[config.mk]
export PLATFORM = sky130hd
export DESIGN_NAME = motor_ramp_hbridge_driver
export DESIGN_NICKNAME = d
export VERILOG_FILES = /design/src/rtl/core/mrhb_pkg.sv /design/src/rtl/core/motor_ramp_hbridge_driver.sv
export SDC_FILE = /design/constraint.sdc
export NUM_CORES = 1
export LEC_CHECK = 0
export ABC_CLOCK_PERIOD_IN_PS = 14700
export BUFFER_PORTS_ARGS = -buffer_cell sky130_fd_sc_hd__clkbuf_2
export CAP_MARGIN = 20
export CORE_UTILIZATION = 60
export CTS_CLUSTER_DIAMETER = 200
export CTS_CLUSTER_SIZE = 20
export DETAILED_ROUTE_END_ITERATION = 10
export PLACE_DENSITY = 0.83
export SYNTH_ARGS = -nofsm -noshare
export SYNTH_HDL_FRONTEND = slang
export SYNTH_SLANG_ARGS = --single-unit
[constraint.sdc]
create_clock -name aclk -period 14.7 [get_ports aclk]
set_input_delay 1.47 -clock aclk [delete_from_list [all_inputs] [get_ports aclk]]
set_output_delay 1.47 -clock aclk [all_outputs]
set_load 0.005 [all_outputs]
[src/rtl/core/mrhb_pkg.sv]
// Shared types and constants for the ramped H-bridge motor driver.
// Command and result beat layouts, action codes, register map, reset values.
// No dependencies.
`default_nettype none

package mrhb_pkg;

    // action codes
    localparam logic [1:0] ACT_TICK = 2'd0;
    localparam logic [1:0] ACT_SET  = 2'd1;
    localparam logic [1:0] ACT_STOP = 2'd2;

    // register indexes
    localparam logic REG_RAMP_STEP  = 1'b0;
    localparam logic REG_RAMP_DELAY = 1'b1;

    localparam int          PADDR_W           = 3;
    localparam logic [7:0]  RAMP_STEP_RESET   = 8'd10;
    localparam logic [15:0] RAMP_DELAY_RESET  = 16'd50;
    localparam logic [7:0]  DUTY_MAX          = 8'd100;

    typedef struct packed {
        logic [1:0]        action;
        logic signed [7:0] target_value;
    } cmd_beat_t;

    typedef struct packed {
        logic              dir_in_line;
        logic              dir_out_line;
        logic [6:0]        duty_out;
        logic [6:0]        duty_in;
        logic signed [7:0] level_now;
        logic              ramping;
    } res_beat_t;

endpackage

`default_nettype wire

[src/rtl/core/motor_ramp_hbridge_driver.sv]
// Top level of the ramped H-bridge motor driver: APB registers, ramp state,
// bridge output decode and a two-entry result buffer. Depends on mrhb_pkg.
`default_nettype none

// One command beat (tick, set or stop) is taken per clock while s_ready is high and
// yields exactly one registered result beat. The ramp state is updated by a single pass
// of narrow add/compare logic at the input handshake; the result is written
// into a two-entry output buffer, so commands keep flowing while one result
// waits on m_ready, and s_ready drops only when both entries are full.
// Registers: ramp_step at 0x0, ramp_delay_ticks at 0x4; write them only
// while no beat is in flight.
module motor_ramp_hbridge_driver (
    input  wire logic                    aclk,
    input  wire logic                    aresetn,
    input  wire logic                    psel,
    input  wire logic                    penable,
    input  wire logic                    pwrite,
    input  wire logic [2:0]              paddr,
    input  wire logic [31:0]             pwdata,
    output logic      [31:0]             prdata,
    output logic                         pready,
    input  wire logic                    s_valid,
    output logic                         s_ready,
    input  wire mrhb_pkg::cmd_beat_t     s_data,
    output logic                         m_valid,
    input  wire logic                    m_ready,
    output mrhb_pkg::res_beat_t          m_data
);
    import mrhb_pkg::*;

    logic [7:0]        step_reg;
    logic [15:0]       delay_reg;
    logic signed [7:0] target_reg, target_next;
    logic signed [7:0] level_reg, level_next;
    logic signed [7:0] prev_reg, prev_next;
    logic [15:0]       count_reg, count_next;
    logic              armed_reg, armed_next;

    res_beat_t         head_reg, head_next;
    res_beat_t         tail_reg, tail_next;
    logic [1:0]        fill_reg, fill_next;

    logic              cfg_wr;
    logic              push, pop;
    logic [15:0]       arm_value;
    logic signed [9:0] cur_w, tgt_w, up_w, dn_w;
    logic signed [7:0] ramp_lvl;
    logic [7:0]        mag;
    res_beat_t         res;

    // ---------------- register port ----------------
    assign pready = 1'b1;
    assign cfg_wr = psel && penable && pwrite;

    always_comb begin
        case (paddr[2])
            REG_RAMP_STEP:  prdata = {24'd0, step_reg};
            REG_RAMP_DELAY: prdata = {16'd0, delay_reg};
            default:        prdata = 32'd0;
        endcase
    end

    always_ff @(posedge aclk) begin
        if (!aresetn) begin
            step_reg  <= RAMP_STEP_RESET;
            delay_reg <= RAMP_DELAY_RESET;
        end else if (cfg_wr) begin
            if (paddr[2] == REG_RAMP_STEP) begin
                step_reg <= pwdata[7:0];
            end else begin
                delay_reg <= pwdata[15:0];
            end
        end
    end

    // ---------------- ramp update ----------------
    assign s_ready   = (fill_reg != 2'd2);
    assign push      = s_valid && s_ready;
    assign pop       = m_valid && m_ready;
    assign arm_value = (delay_reg == 16'd0) ? 16'd1 : delay_reg;

    assign cur_w = 10'(level_reg);
    assign tgt_w = 10'(target_reg);
    assign up_w  = cur_w + $signed({2'b00, step_reg});
    assign dn_w  = cur_w - $signed({2'b00, step_reg});

    // step toward target; a sign reversal against the previous level parks at 0
    always_comb begin
        if (tgt_w > up_w) begin
            ramp_lvl = up_w[7:0];
        end else if (tgt_w < dn_w) begin
            ramp_lvl = dn_w[7:0];
        end else begin
            ramp_lvl = target_reg;
        end
        if ((prev_reg < 0 && ramp_lvl > 0) || (prev_reg > 0 && ramp_lvl < 0)) begin
            ramp_lvl = 8'sd0;
        end
    end

    always_comb begin
        target_next = target_reg;
        level_next  = level_reg;
        prev_next   = prev_reg;
        count_next  = count_reg;
        armed_next  = armed_reg;
        case (s_data.action)
            ACT_SET, ACT_STOP: begin
                if (s_data.action == ACT_SET) begin
                    if (s_data.target_value != level_reg) begin
                        target_next = s_data.target_value;
                        count_next  = arm_value;
                        armed_next  = 1'b1;
                    end
                end else if (level_reg != 8'sd0) begin
                    target_next = 8'sd0;
                    count_next  = arm_value;
                    armed_next  = 1'b1;
                end
            end
            ACT_TICK: begin
                if (armed_reg) begin
                    if (count_reg <= 16'd1) begin
                        level_next = ramp_lvl;
                        prev_next  = ramp_lvl;
                        if (target_reg != ramp_lvl) begin
                            count_next = arm_value;
                            armed_next = 1'b1;
                        end else begin
                            count_next = 16'd0;
                            armed_next = 1'b0;
                        end
                    end else begin
                        count_next = count_reg - 16'd1;
                    end
                end
            end
            default: begin
            end
        endcase
    end

    always_ff @(posedge aclk) begin
        if (!aresetn) begin
            target_reg <= 8'sd0;
            level_reg  <= 8'sd0;
            prev_reg   <= 8'sd0;
            count_reg  <= 16'd0;
            armed_reg  <= 1'b0;
        end else if (push) begin
            target_reg <= target_next;
            level_reg  <= level_next;
            prev_reg   <= prev_next;
            count_reg  <= count_next;
            armed_reg  <= armed_next;
        end
    end

    // ---------------- bridge decode ----------------
    always_comb begin
        mag = (level_next < 0) ? 8'(-level_next) : 8'(level_next);
        if (mag > DUTY_MAX) begin
            mag = DUTY_MAX;
        end
        res.dir_in_line  = (level_next < 0);
        res.dir_out_line = (level_next > 0);
        res.duty_out     = (level_next > 0) ? mag[6:0] : 7'd0;
        res.duty_in      = (level_next < 0) ? mag[6:0] : 7'd0;
        res.level_now    = level_next;
        res.ramping      = armed_next;
    end

    // ---------------- result buffer ----------------
    always_comb begin
        head_next = head_reg;
        tail_next = tail_reg;
        fill_next = fill_reg;
        case (fill_reg)
            2'd0: begin
                if (push) begin
                    head_next = res;
                    fill_next = 2'd1;
                end
            end
            2'd1: begin
                if (push && pop) begin
                    head_next = res;
                end else if (push) begin
                    tail_next = res;
                    fill_next = 2'd2;
                end else if (pop) begin
                    fill_next = 2'd0;
                end
            end
            2'd2: begin
                if (pop) begin
                    head_next = tail_reg;
                    fill_next = 2'd1;
                end
            end
            default: begin
                fill_next = 2'd0;
            end
        endcase
    end

    always_ff @(posedge aclk) begin
        head_reg <= head_next;
        tail_reg <= tail_next;
        if (!aresetn) begin
            fill_reg <= 2'd0;
        end else begin
            fill_reg <= fill_next;
        end
    end

    assign m_valid = (fill_reg != 2'd0);
    assign m_data  = head_reg;

endmodule

`default_nettype wire

; ---- After elaboration in Yosys (flattened, before gate mapping)
; Cells that the tools add are included.
[classes]
addsub = 4
n_lt_le_gt_ge = 10
n_eq_ne = 16
n_mux = 39
n_bitwise = 2
reduce_logical = 25
[ops]
columns = op, n
row1 = $mux 16, 7
row2 = $mux 8, 10
row3 = $mux 25, 3
row4 = $pmux 25 s3, 1
row5 = $pmux 32 s2, 1
row6 = $pmux 16 s2, 1
row7 = $gt 8x1->1 const B, 3
row8 = $lt 8x1->1 const B, 3
row9 = $mux 7, 3
row10 = $le 16x1->1 const B, 1
row11 = $logic_not 16->1, 1
row12 = $ne 8x8->1, 2
row13 = $reduce_and 4->1, 4
row14 = $sub 16x1->16 const B, 1
row15 = $ne 2x2->1 const B, 6
row16 = $add 8x9->10, 1
row17 = $gt 8x10->1, 1
row18 = $lt 8x10->1, 1
row19 = $mux 2, 5
row20 = $sub 8x9->10, 1
row21 = $ne 3x3->1 const B, 3
row22 = $gt 8x7->1 const B, 1
row23 = $neg 8->8, 1
row24 = $reduce_bool 8->1, 1
row25 = 16 further kinds, 34
[totals]
register_bits = 117
output_inout_bits = 60

; ---- Depth between registers and ports, before layout
; Gate-level depths: netlist (run 1).
[logic_depth]
word_depth = 18
ltp_mapped = 29

; ---- Worst setup path before layout (run 1)
; Ideal clock, no wire load.
[synth_timing]
path_kind = register to register
startpoint = register step_reg[1]
endpoint = register head_reg (netlist bit m_data[18]), data pin
setup_ns = 0.254
arrival_ns = 5.803
path_slack_ns = 8.642
stages_incl_launch_ff = 26
path_cell_list = dfxtp_1 > inv_1 > ha_1 > nand2b_1 > a2111o_1 > a21boi_2 > nor4_2 > or2_2 > ha_1 > nand4_1 > nor3_2 > a221o_2 > nand2_2 > o32ai_4 > nand2_1 > nand2_1 > nor2_1 > mux2i_1 > ha_1 > clkbuf_1 > a41oi_1 > xnor2_1 > nor2_1 > o21a_4 > buf_8 > o21a_1
[synth_lines]
columns = item, line_no
row1 = "start, declared", motor_ramp_hbridge_driver.sv:31  ; logic [7:0] step_reg;
row2 = "start signal, assigned", motor_ramp_hbridge_driver.sv:69  ; step_reg <= pwdata[7:0];
row3 = "end signal, assigned", motor_ramp_hbridge_driver.sv:208  ; head_reg <= head_next;
row4 = "end, declared", motor_ramp_hbridge_driver.sv:39  ; res_beat_t head_reg, head_next;

==> results of run 1 <==
==> kinds of logic (layout without fill, tap and decap cells) <==
| group | after synthesis | in the layout |
|---|---|---|
| buffers and inverters | 112 | 163 |
| other | 2 | 17 |
| DFF | 115 | 115 |
| adders and majority gates | 47 | 47 |
| and+or+nand+nor | 359 | 359 |
| muxes | 10 | 10 |
| AOI/OAI and AO/OA | 266 | 266 |
| xor gates and xnor gates | 33 | 33 |
==> per-stage QoR <==
stage | instances | util | hold WS [ns] | worst slack, ns
after floorplan | 959 | - | 0.441 | 8.64
after global placement | 1150 | 0.652 | 0.450 | 7.52
after detailed placement | 1150 | 0.652 | 0.461 | 7.54
after CTS | 1182 | 0.697 | 0.468 | 7.52
after global routing | 1182 | 0.697 | 0.486 | 6.69
final | 1182 | 0.697 | 0.466 | 7.44
==> how the worst max path moves through the flow <==
stage / startpoint / endpoint / slack (ns)
2_1_floorplan: step_reg[1] / m_data[18] / 8.64
3_3_place_gp: level_reg[3] / m_data[12] / 7.52
3_5_place_dp: level_reg[3] / m_data[12] / 7.54
4_1_cts: level_reg[3] / m_data[12] / 7.52
5_1_grt: level_reg[3] / m_data[12] / 6.69
6_report: level_reg[0] / m_data[12] / 7.44
==> worst register-to-register path, delay by kind of cell, from the launching register on <==
kind | cells | cell delay (ns)
AO/OA/AOI/OAI | 9 | 2.83
flip-flops | 1 | 0.52
buffers and inverters | 1 | 0.08
XOR/XNOR | 2 | 0.33
multiplexers | 1 | 0.72
adder cells (fa/ha/maj) | 4 | 1.30
AND/OR/NAND/NOR | 8 | 1.21
==> final cells by class <==
class                      instances  area (sq um)  share of cell area
clock inverter                    14           139              0.0155
tap                              172           215              0.0241
inverter                          50           188              0.0210
sequential                       115          2780               0.311
timing repair buffer              81           418              0.0468
clock buffer                      18           429              0.0480
multi-input combinational        732          4760               0.533
==> synthesized netlist by cell type (all sizes together) (16+ instances only) <==
cell type	count	area, sq um
o31ai	19	180
dfxtp	67	1340
inv	50	188
nand3	35	188
o21ai	60	300
a21boi	32	255
clkbuf	30	114
nor3	29	166
and2	16	100
xnor2	24	225
nor2	73	277
buf	32	226
a21oi	63	330
ha	44	551
edfxtp	48	1440
nand2	127	479
==> power by group <==
group / switching (mW) / internal [mW]
logic: 0.152 / 0.0888
registers: 0.0147 / 0.353
clock network: 0.149 / 0.247
==> layer usage <==
layer	vias up	wire length (um)	track usage
met2	319	9500	0.487
met4	0	414	0.112
met1	3345	8640	0.399
li1	3466	-	-
met5	-	0	0
met3	42	1560	0.0509
==> metrics.txt, run 1 <==
outcome completed; fraction of layout cells with a size suffix above 1 0.160; vias in the first global route 6733; Slew Viols, Final 0; first-pass GRT wire length 33500 um; CTS resizes 0; unrepaired setup endpoints after global routing false; grt total ovfl 0; antenna violations before repair 0; Post-CTS Setup Bufs 0; Bufs and invs on worst path 1; R2R cell count 25; CTS tree built; Yosys cell types 95; Worst VDD drop 0.0992 mV; most frequent cells in the layout nand2_1 (126), clkbuf_2 (76), nor2_1 (72); EDFF count, synth 48; Pwr Total 1.00 mW; CTS buffer count 17; Routed WL per cell 17.0 um; Core Area 12800 sq um; clock sinks 115; HP Class reg2reg; post-DP HPWL 13800 um; Post-synth top flop dfxtp_1; drt total wl 20100 um; sequential area share after synthesis 0.347; WHS Endpoint prev_reg[0]; Worst-Margin Slew 1.12 ns; Die W 118 um; post-synthesis adder-cell area fraction 0.0751; final instance area 8940 sq um; reg2reg start level_reg[0]; clock-pin slew on the worst setup and hold paths 0.06 ns; Synthesis Warnings 0; pin count of the biggest net entering global routing 73; Async SR Flop Fraction 0; area grow syn2layout 11.5%; CP top delay family compound AO/OA/AOI/OAI gates; vias 7172; relative slew slack 0.251; drt pass-1 iters 5; Worst path most repeated cell nor2_1; IO buf count 76; largest fanout on the critical path 15; Starting Density 0.625; fin crit share 0.494; crit-path max cell delay 0.72 ns; Crit. End Element flip-flop; Post-DRT Antenna Nets 0; Post-Synth XOR/XNOR Area 0.0379; Compound-Gate Fraction of Synth Area 0.237; diodes inserted 0; initial drt markers 627; largest family of logic cells by synthesized area compound AO/OA/AOI/OAI gates; most common cell after layout, fill and taps aside nand2_1; filler instances 1001; Tot GR Track Use 0.300; Pleak 3.64 nW; FMAX 0.138 GHz; skew final 0.00620 ns; syn_area_per_cell 8.49 sq um; CTS H-tree depth 4; Hold Startpoint prev_reg[0]; placed instance area 8370 sq um; Die Y 118 um; Max Root-Sink Buffers 2; CTS Hold Bufs 0; worst skew pair latency 0.42 ns; fin crit period 7.26 ns; Critical Path Slowest Stage Cell mux2i_1; CP Depth 25; die area 13800 sq um; I/O Pins 112; R2R Path End m_data[12]; CTS root buffer clkbuf_16; # DRC 0; multiplexer area fraction after synthesis 0.0144; MaxCap Viol Count 0; r2r setup slk 7.44 ns; critical path startpoint category flip-flop; Synth Area in Simple Gates 0.221; number of cell rows 41; via/cell ratio 6.07; post-synthesis cell area 8010 sq um; GP Congestion 0.969; WHS Path Cells 2; TNS Setup 0 ns; final setup fails 0; Critical Path RT 14.85 ns; Yosys reg bits 115; # nets final 1095; Cell Pwr Density 112 nW/um^2; Setup CP Type reg2reg; Mapped Cells 944; Critical Path AT 7.41 ns; Hold Vio Cnt, Final 0
(Power assumes the default switching activity.)
==> run 2: changes to the inputs <==
--- a/config.mk
+++ b/config.mk
@@ -5,14 +5,14 @@
 export SDC_FILE = /design/constraint.sdc
 export NUM_CORES = 1
 export LEC_CHECK = 0
-export ABC_CLOCK_PERIOD_IN_PS = 14700
+export ABC_CLOCK_PERIOD_IN_PS = 7200
 export BUFFER_PORTS_ARGS = -buffer_cell sky130_fd_sc_hd__clkbuf_2
 export CAP_MARGIN = 20
-export CORE_UTILIZATION = 60
+export CORE_UTILIZATION = 59
 export CTS_CLUSTER_DIAMETER = 200
 export CTS_CLUSTER_SIZE = 20
 export DETAILED_ROUTE_END_ITERATION = 10
-export PLACE_DENSITY = 0.83
+export PLACE_DENSITY = 0.82
 export SYNTH_ARGS = -nofsm -noshare
 export SYNTH_HDL_FRONTEND = slang
 export SYNTH_SLANG_ARGS = --single-unit
==> constraint.sdc (replaced) <==
create_clock -name aclk -period 7.2 [get_ports aclk]
set_input_delay 0.72 -clock aclk [delete_from_list [all_inputs] [get_ports aclk]]
set_output_delay 0.72 -clock aclk [all_outputs]
set_load 0.005 [all_outputs]
==> metrics.txt, run 2 (synthesized netlist as in run 1, its figures left out) <==
outcome completed; TNS Setup 0 ns; GP Congestion 0.934; Setup CP Type reg2reg; number of cell rows 42; Cell Pwr Density 229 nW/um^2; fin crit period 6.64 ns; Slew Viols, Final 0; Post-DRT Antenna Nets 0; pin count of the biggest net entering global routing 73; Worst VDD drop 0.173 mV; largest fanout on the critical path 13; Pleak 3.72 nW; Critical Path AT 6.85 ns; FMAX 0.151 GHz; I/O Pins 112; final setup fails 0; CTS tree built; Tot GR Track Use 0.306; HP Class reg2reg; grt total ovfl 0; vias in the first global route 6762; diodes inserted 0; die area 14100 sq um; drt total wl 21100 um; Core Area 13200 sq um; worst skew pair latency 0.43 ns; first-pass GRT wire length 34000 um; final core utilization 0.685; antenna violations before repair 0; Max Root-Sink Buffers 2; Die W 119 um; CTS buffer count 17; skew final 0.00895 ns; Critical Path RT 7.41 ns; fin crit share 0.922; # DRC 0; most common cell after layout, fill and taps aside nand2_1; vias 7273; filler instances 1056; Multi-input gate area 4760 sq um; Hold Vio Cnt, Final 0; Crit. End Element flip-flop; clock sinks 115; area grow syn2layout 13.2%; unrepaired setup endpoints after global routing false; Worst-Margin Slew 0.971 ns; relative slew slack 0.350; final worst-path setup slack 0.559 ns; Die Y 119 um; CTS resizes 0; most frequent cells in the layout nand2_1 (126), clkbuf_2 (76), nor2_1 (72); pre-CTS setup slack 0.723 ns; fraction of layout cells with a size suffix above 1 0.173; CTS root buffer clkbuf_16; critical path startpoint category flip-flop; post-DP HPWL 14900 um; clock-pin slew on the worst setup and hold paths 0.06 ns; # nets final 1107; drt pass-1 iters 6; CTS H-tree depth 4; Seq. cell area 2780 sq um; MaxCap Viol Count 0; CTS Hold Bufs 0; Starting Density 0.605; IO buf count 76; via/cell ratio 6.07; initial drt markers 651; Post-CTS Setup Bufs 0; Routed WL per cell 17.6 um
## run 2: per-layer routing
layer | vias up | track usage | wire length, um
met2 | 337 | 0.488 | 10000
met5 | - | 0 | 0
met3 | 49 | 0.0613 | 1520
li1 | 3504 | - | -
met1 | 3383 | 0.398 | 8860
met4 | 0 | 0.143 | 632
## run 2: path summary, 6_finish.rpt
| kind | endpoint | startpoint | depth (start not counted) | slack [ns] |
|---|---|---|---|---|
| worst max-delay path | m_data[17] | level_reg[1] | 24 | 0.56 |
| worst min-delay path | prev_reg[0] | prev_reg[0] | 2 | 0.47 |
| worst max register to register | m_data[17] | level_reg[1] | 24 | 0.56 |
| worst min register to register | prev_reg[0] | prev_reg[0] | 2 | 0.47 |
## run 2: layout make-up
type                    instances  area share
multi-input cells             732       0.525
flip-flops and latches        115       0.307
clock buffers                  20      0.0540
repair buffers                 93      0.0582
clock inverters                12      0.0105
well taps                     176      0.0243
inverters                      50      0.0207
## run 2: critical path: stages, from the launching register on
cell and delay [ns]:
dfxtp_1 0.60, ha_1 0.32, nand2b_1 0.16, a2111o_1 0.45, a21boi_2 0.24, nor4_2 0.09
or2_2 0.29, ha_1 0.32, nand4_1 0.12, nor3_2 0.30, a221o_2 0.28, nand2_2 0.18
o32ai_4 0.53, nand2_1 0.27, nand2_1 0.26, nor2_1 0.10, mux2i_1 0.24, buf_4 0.23
ha_1 0.19, inv_1 0.05, maj3_2 0.30, o31ai_2 0.17, a21oi_1 0.10, o21a_4 0.30
o41ai_1 0.32
## run 2: per-stage QoR
stage                     instance area, sq um  power, mW  hold slack (ns)  instances
after global placement                    8460       1.24            0.452       1165
final                                     9070       2.07            0.474       1198
after floorplan                           8070       1.12            0.441        959
after global routing                      9070       2.16            0.486       1198
after CTS                                 9040       2.07            0.465       1197
after detailed placement                  8460       1.25            0.457       1165
## run 2: power by group
| group | switching, mW | internal (mW) | total (mW) |
|---|---|---|---|
| combinational | 0.318 | 0.191 | 0.509 |
| clock | 0.325 | 0.493 | 0.818 |
| sequential | 0.0264 | 0.720 | 0.747 |
| total | 0.670 | 1.40 | 2.07 |
==> run 3: changes to the inputs <==
==> constraint.sdc (replaced) <==
create_clock -name aclk -period 7.2 [get_ports aclk]
set_input_delay 0.36 -clock aclk [delete_from_list [all_inputs] [get_ports aclk]]
set_output_delay 0.36 -clock aclk [all_outputs]
set_load 0.005 [all_outputs]
==> metrics.txt, run 3 (synthesized netlist as in run 1, its figures left out) <==
first-pass GRT wire length 34300 um; Clk pwr share 0.404; final worst-path setup slack 0.710 ns; final instance area 9090 sq um; CTS H-tree depth 4; vias 7255; fraction of layout cells with a size suffix above 1 0.171; Worst-Margin Slew 1.01 ns; Setup CP Type reg2reg; worst skew pair latency 0.42 ns; WHS Path Cells 3; final core utilization 0.686; # DRC 0; Hold Vio Cnt, Final 0; TNS Setup 0 ns; Max Root-Sink Buffers 2; skew final 0.00689 ns; MaxCap Viol Count 0; Crit. End Element flip-flop; hold_ws 0.170 ns; Tot GR Track Use 0.308; die area 14100 sq um; outcome completed; grt total ovfl 0; most frequent cells in the layout nand2_1 (126), clkbuf_2 (76), nor2_1 (72); CTS Hold Bufs 0; GP Congestion 0.945; Die W 119 um; vias in the first global route 6864; HP Class in2reg; pin count of the biggest net entering global routing 73; Logic pwr share 0.242; CTS buffer count 17; FMAX 0.154 GHz; initial drt markers 614; clock-pin slew on the worst setup and hold paths 0.06 ns; post-DP HPWL 14800 um; R2R cell count 24; most common cell after layout, fill and taps aside nand2_1; unrepaired setup endpoints after global routing false; Core Area 13200 sq um; pre-CTS setup slack 0.793 ns; placed instance area 8450 sq um; final setup fails 0; Cell Pwr Density 231 nW/um^2; Net Sw Frac 0.317; Post-DRT Antenna Nets 0; largest fanout on the critical path 13; area grow syn2layout 13.4%; via/cell ratio 6.06; I/O Pins 112; switching power 0.666 mW; Critical Path AT 6.71 ns; Worst VDD drop 0.187 mV; IO buf count 76; Post-CTS Setup Bufs 0; antenna violations before repair 1; fin crit period 6.49 ns; Pleak 3.73 nW; relative slew slack 0.325; CTS root buffer clkbuf_16; Die Y 119 um; clock sinks 115; # nets final 1106; Starting Density 0.605; P_int 1.44 mW; fin crit share 0.901; Routed WL per cell 17.6 um; critical path startpoint category flip-flop; sequential power share 0.355; drt total wl 21100 um; CTS tree built; CTS resizes 0; Critical Path RT 7.42 ns; Slew Viols, Final 0; number of cell rows 42; drt pass-1 iters 5
-- run 3: area by class of cell --
class | instances | area [sq um]
repair buffers | 92 | 518
multi-input cells | 732 | 4760
diodes | 1 | 2.50
well taps | 176 | 220
inverters | 50 | 188
flip-flops and latches | 115 | 2780
clock inverters | 10 | 82.6
fillers | 1060 | 4160
clock buffers | 22 | 529
-- run 3: per-layer routing --
metal / global-route usage / part of all wire / vias to the layer above
li1: - / - / 3507
met1: 0.386 / 0.42 / 3394
met2: 0.514 / 0.48 / 303
met3: 0.0690 / 0.068 / 51
met4: 0.123 / 0.026 / 0
met5: 0 / 0 / -
-- run 3: power groups by stage --
stage          sequential (mW)  clock, mW  combinational (mW)
6_report                 0.746      0.850               0.508
5_1_grt                  0.749      0.884               0.559
4_1_cts                  0.746      0.850               0.499
3_5_place_dp             0.759          0               0.495
3_3_place_gp             0.758          0               0.484
2_1_floorplan            0.755          0               0.368
-- run 3: per-stage QoR --
stage	std cells	power [mW]
after floorplan	959	1.12
after global placement	1164	1.24
after detailed placement	1164	1.25
after CTS	1196	2.09
after global routing	1197	2.19
final	1198	2.10
-- run 3: path summary, 6_finish.rpt --
path | start | to | slack, ns
max | level_reg[1] | m_data[16] | 0.71
min | pwdata[1] | delay_reg[1] | 0.17
max reg2reg | level_reg[1] | m_data[16] | 0.71
min reg2reg | prev_reg[6] | prev_reg[6] | 0.48
-- run 3: critical path: stages, from the launching register on --
cell      delay, ns
dfxtp_1        0.58
ha_1           0.32
nand2b_1       0.16
a2111o_1       0.45
a21boi_2       0.24
nor4_2         0.10
or2_2          0.29
ha_1           0.32
nand4_1        0.13
nor3_2         0.30
a221o_2        0.27
nand2_2        0.17
o32ai_4        0.52
nand2_1        0.26
nand2_1        0.27
nor2_1         0.10
mux2i_1        0.22
buf_4          0.22
ha_1           0.18
inv_1          0.05
maj3_2         0.30
o31ai_2        0.17
a21oi_1        0.09
o21a_4         0.30
o41ai_1        0.27
